$ cat src/sv/amsp_pkg.sv
// ----------------------------------------------------------------------------
// amsp_pkg: shared definitions for the adjacency-matrix shortest-path engine
// Field widths, command codes, the controller state type and the saturating
// cost adder used by the relaxation pipeline.
// ----------------------------------------------------------------------------
package amsp_pkg;

    localparam int unsigned MaxVerticesDefault = 64;
    localparam int unsigned WeightBitsDefault  = 24;

    localparam int unsigned VertexWidth = 6;
    localparam int unsigned WeightWidth = 24;
    localparam int unsigned CostWidth   = 32;
    localparam int unsigned CountWidth  = 7;
    localparam int unsigned SDataWidth  = 40;
    localparam int unsigned MDataWidth  = 40;

    localparam logic [CostWidth-1:0] CostMax = '1;

    localparam logic [1:0] CMD_CLEAR    = 2'd0;
    localparam logic [1:0] CMD_ADD_EDGE = 2'd1;
    localparam logic [1:0] CMD_QUERY    = 2'd2;

    typedef enum logic [3:0] {
        ST_IDLE,
        ST_CLEAR,
        ST_EDGE2,
        ST_INIT,
        ST_RELAX,
        ST_ROUND,
        ST_TRACE_CHK,
        ST_TRACE_WAIT,
        ST_PATH_RD,
        ST_PATH_OUT,
        ST_FAIL
    } state_t;

    typedef struct packed {
        logic                 we;
        logic [CostWidth-1:0] cost;
    } relax_upd_t;

    function automatic logic [CostWidth-1:0] sat_add(input logic [CostWidth-1:0] a,
                                                     input logic [CostWidth-1:0] b);
        logic [CostWidth:0] s;
        s = {1'b0, a} + {1'b0, b};
        return s[CostWidth] ? CostMax : s[CostWidth-1:0];
    endfunction

endpackage

$ cat src/sv/amsp_relax_unit.sv
// ----------------------------------------------------------------------------
// amsp_relax_unit: two-stage edge relaxation and running minimum
// Takes one neighbor per cycle, forms the candidate cost, decides the update
// and tracks the cheapest discovered, unvisited vertex for the next round.
// ----------------------------------------------------------------------------
module amsp_relax_unit #(
    parameter int unsigned VERT_BITS   = 6,
    parameter int unsigned WEIGHT_BITS = 24
) (
    input  logic                           aclk,
    input  logic                           aresetn,
    input  logic                           pass_start,
    input  logic                           in_valid,
    input  logic [VERT_BITS-1:0]           in_idx,
    input  logic [amsp_pkg::CostWidth-1:0] cur_cost,
    input  logic [WEIGHT_BITS:0]           edge_word,
    input  logic [amsp_pkg::CostWidth-1:0] old_cost,
    input  logic                           in_visited,
    input  logic                           in_disc,
    output amsp_pkg::relax_upd_t           upd,
    output logic [VERT_BITS-1:0]           upd_idx,
    output logic                           busy,
    output logic                           found,
    output logic [VERT_BITS-1:0]           best_idx,
    output logic [amsp_pkg::CostWidth-1:0] best_cost
);
    import amsp_pkg::*;

    logic                 s2_valid_reg;
    logic [VERT_BITS-1:0] s2_idx_reg;
    logic [CostWidth-1:0] s2_sum_reg;
    logic [CostWidth-1:0] s2_old_reg;
    logic                 s2_present_reg;
    logic                 s2_vis_reg;
    logic                 s2_disc_reg;

    logic                 found_reg, found_next;
    logic [VERT_BITS-1:0] best_idx_reg, best_idx_next;
    logic [CostWidth-1:0] best_cost_reg, best_cost_next;

    logic                 take;
    logic [CostWidth-1:0] new_cost;
    logic                 cand;

    always_ff @(posedge aclk) begin
        if (!aresetn) begin
            s2_valid_reg <= 1'b0;
        end else begin
            s2_valid_reg <= in_valid;
        end
        s2_idx_reg     <= in_idx;
        s2_sum_reg     <= sat_add(cur_cost, CostWidth'(edge_word[WEIGHT_BITS-1:0]));
        s2_old_reg     <= old_cost;
        s2_present_reg <= edge_word[WEIGHT_BITS];
        s2_vis_reg     <= in_visited;
        s2_disc_reg    <= in_disc;
    end

    // A neighbor cost is replaced only by a strictly smaller one.
    assign take     = s2_valid_reg && s2_present_reg && !s2_vis_reg &&
                      (!s2_disc_reg || (s2_sum_reg < s2_old_reg));
    assign new_cost = take ? s2_sum_reg : s2_old_reg;
    assign cand     = s2_valid_reg && !s2_vis_reg && (s2_disc_reg || take);

    always_comb begin
        found_next     = found_reg;
        best_idx_next  = best_idx_reg;
        best_cost_next = best_cost_reg;
        if (pass_start) begin
            found_next = 1'b0;
        end else if (cand && (!found_reg || (new_cost < best_cost_reg))) begin
            found_next     = 1'b1;
            best_idx_next  = s2_idx_reg;
            best_cost_next = new_cost;
        end
    end

    always_ff @(posedge aclk) begin
        if (!aresetn) begin
            found_reg <= 1'b0;
        end else begin
            found_reg <= found_next;
        end
        best_idx_reg  <= best_idx_next;
        best_cost_reg <= best_cost_next;
    end

    assign upd.we    = take;
    assign upd.cost  = s2_sum_reg;
    assign upd_idx   = s2_idx_reg;
    assign busy      = s2_valid_reg;
    assign found     = found_reg;
    assign best_idx  = best_idx_reg;
    assign best_cost = best_cost_reg;

endmodule

$ cat config.mk
export PLATFORM = sky130hd
export DESIGN_NAME = amsp_relax_unit
export DESIGN_NICKNAME = d
export VERILOG_FILES = /design/src/sv/amsp_pkg.sv /design/src/sv/amsp_relax_unit.sv
export SDC_FILE = /design/constraint.sdc
export NUM_CORES = 1
export LEC_CHECK = 0
export BUFFER_PORTS_ARGS = -buffer_cell sky130_fd_sc_hd__buf_2
export CORE_MARGIN = 5
export CORE_UTILIZATION = 45
export DETAILED_ROUTE_END_ITERATION = 6
export PLACE_DENSITY = 0.71
export REMOVE_ABC_BUFFERS = 1
export SYNTH_ARGS = -nofsm -noshare
export SYNTH_HDL_FRONTEND = slang
export SYNTH_SLANG_ARGS = --single-unit
export TNS_END_PERCENT = 20
$ cat constraint.sdc
create_clock -name aclk -period 9.25 [get_ports aclk]
set_input_delay 1.85 -clock aclk [delete_from_list [all_inputs] [get_ports aclk]]
set_output_delay 1.85 -clock aclk [all_outputs]
set_load 0.01 [all_outputs]
==> reports/qor.yml <==
outcome:
  run_status: "completed"
floorplanning:
  io_pins: 180
  initial_utilization_pct: 46.1
  core_area_um2: 13300
  fp.dieW_um: 127
  row_count: 42
  fp.dieH_um: 127
  die_area_um2: 16000
sta:
  min_period_ns: 5.59
  period_share_pct: 60.4
  tightest_slew_ns: 0.735
  rsz0062_at_grt: "no"
  finalHoldViolCount: 0
  fin_skew_ns: 0.00975
  setup_viol: 0
  worst_slack_ns: 3.66
  worst_slew_margin_rel_pct: 51.0
  slew_viol_final: 0
  tns_ns: 0
  fmax_ghz: 0.179
global_routing:
  grt_pass1_vias: 4791
  grtUsageTotal_pct: 18.2
  grt_pass1_wl_um: 23300
  grt-ovfl-total: 0
  antenna_found_initial: 1
  grt_max_degree: 51
detailed_routing:
  via_per_inst: 4.97
  routed_wl_um: 14800
  wl_met2_um: 6760
  drt_iter0_markers: 254
  drc: 0
  first_pass_iters: 4
  met3_length_um: 662
  highest_layer: "met5"
  wl_per_cell_um: 14.7
  drt-met1-wl_um: 6820
  num_vias: 4999
  ant_nets: 0
final_layout:
  diodes: 0
  finalInstanceArea_um2: 7750
  layout-drive-gt1-share_pct: 29.0
  finalNonFillerCells: 1006
  mostFrequentLayoutCells: "buf_2, ha_1, dfxtp_1"
  final_net_count: 1006
  fin_util_pct: 58.3
  area_growth_pct: 26.5
  final_common_cell: "buf_2"
yosys:
  avgSynthCellArea_um2: 9.73
  synth-seq-cells: 113
  synth_edf_count: 38
  synthesis.area_um2: 6130
  synthesis.instances: 630
  ys_types: 61
  synth_seq_area_share_pct: 43.1
  async_flop_share_pct: 0
  synthFlopType: "dfxtp_1"
  yosysWarnings: 0
cts:
  clock_path_buffers: 2
  root_buffer: "clkbuf_16"
  cts.sinks: 113
  clkTransAtPathRegs_ns: 0.05
  htree_num_levels: 4
  insertion_delay_ns: 0.41
  cts_setup_buffers: 0
  ctsResizeCount: 0
  tritoncts: "built"
  holdBufCountCts: 0
  numCtsBuffers: 17
worst_setup_path:
  worstPathMaxFanout: 50
  end_kind: "register"
  worstPathArrival_ns: 5.66
  reg2regPathDepth: 19
  crit_required_ns: 9.33
  r2r-start: "s2_old_reg[7]"
  startpoint: "s2_old_reg[7]"
  worst-setup-path-type: "register to register"
  cp-start-kind: "register"
worst_hold_path:
  hp-class: "register to register"
  min_from: "upd_idx[0]"
  hold_path_depth: 0
placed_design:
  placed_cells: 975
  hpwl_um: 12100
  gp_congestion: 0.910
  placed_area_um2: 7200
  place_ws_ns: 3.70
  io_buffers: 179
power:
  powerDensity_nw_per_um2: 195
  p_leak_nw: 3.75
  vdd_ir_drop_max_mv: 0.125
job:
  maxCapViolCount: 0
cells in the mapped netlist, drive strengths merged (3+ instances only):
| cell type | instances | area share (%) |
|---|---|---|
| a211oi | 6 | 0.74 |
| nand3 | 7 | 0.57 |
| nand4 | 12 | 1.2 |
| nor4 | 3 | 0.31 |
| ha | 86 | 18 |
| and4 | 3 | 0.43 |
| edfxtp | 38 | 19 |
| o21ai | 62 | 5.3 |
| dfxtp | 75 | 25 |
| nor3 | 7 | 0.57 |
| nor2b | 9 | 1.0 |
| o31ai | 3 | 0.37 |
| a21o | 15 | 1.8 |
| mux2 | 4 | 0.74 |
| xnor2 | 7 | 1.0 |
| nor2 | 19 | 1.2 |
| o211ai | 3 | 0.37 |
| or2 | 3 | 0.31 |
| nand2b | 5 | 0.51 |
| buf | 6 | 1.0 |
| xor2 | 11 | 1.6 |
| a21oi | 42 | 3.4 |
| inv | 67 | 4.1 |
| a2111oi | 3 | 0.43 |
| nand2 | 88 | 6.2 |
| o21a | 7 | 0.86 |
| a31oi | 5 | 0.61 |
| clkbuf | 7 | 0.43 |
layer usage:
| layer | vias up | track usage [%] |
|---|---|---|
| met5 | - | 0 |
| met2 | 127 | 28.8 |
| met4 | 2 | 8.90 |
| met1 | 2227 | 23.6 |
| li1 | 2609 | - |
| met3 | 34 | 3.91 |
worst paths after layout:
kind	end	slack [ns]
hold / removal	best_idx[0]	0.42
setup reg to reg	best_cost[18]	3.66
hold reg to reg	best_idx[0]	0.42
setup / recovery	best_cost[18]	3.66
critical path: stages, from the launching register on:
cell       delay, ns
dfxtp_1         0.30
inv_1           0.05
ha_1            0.30
a21oi_1         0.16
o21ai_0         0.14
a221oi_1        0.33
o211ai_1        0.19
a41oi_4         0.48
buf_4           0.47
o21ai_0         0.20
ha_1            0.32
a21o_1          0.16
a21o_1          0.17
a21oi_1         0.13
o21ai_0         0.10
a31oi_1         0.18
o211ai_1        0.13
a2111oi_0       0.37
a211o_1         0.67
buf_4           0.41
logic make-up after synthesis:
logic type / count (synthesis) / synth area share (%)
AO/OA/AOI/OAI: 161 / 16.4
XOR/XNOR: 18 / 2.57
adder cells (fa/ha/maj): 87 / 17.9
buffers and inverters: 80 / 5.55
flip-flops: 113 / 43.1
multiplexers: 5 / 0.898
AND/OR/NAND/NOR: 166 / 13.5
cell type report:
cell class / count / area (um^2)
Multi-Input combinational cell: 437 / 3160
Tap cell: 176 / 220
Inverter: 67 / 251
Fill cell: 1153 / 5540
Clock inverter: 7 / 83.8
Sequential cell: 113 / 2640
Clock buffer: 24 / 472
Timing Repair Buffer: 182 / 918
through the flow:
stage,power [mW],hold slack [ns]
final,1.51,0.423
after global routing,1.59,0.433
after CTS,1.52,0.426
after detailed placement,0.912,0.414
after global placement,0.908,0.413
after floorplan,0.792,0.478
where the power goes:
part | switching [mW] | internal [mW] | total [mW]
logic | 0.176 | 0.135 | 0.312
clock network | 0.204 | 0.405 | 0.609
registers | 0.0299 | 0.561 | 0.591
total | 0.410 | 1.10 | 1.51
Power figures use the tool's default switching activity.
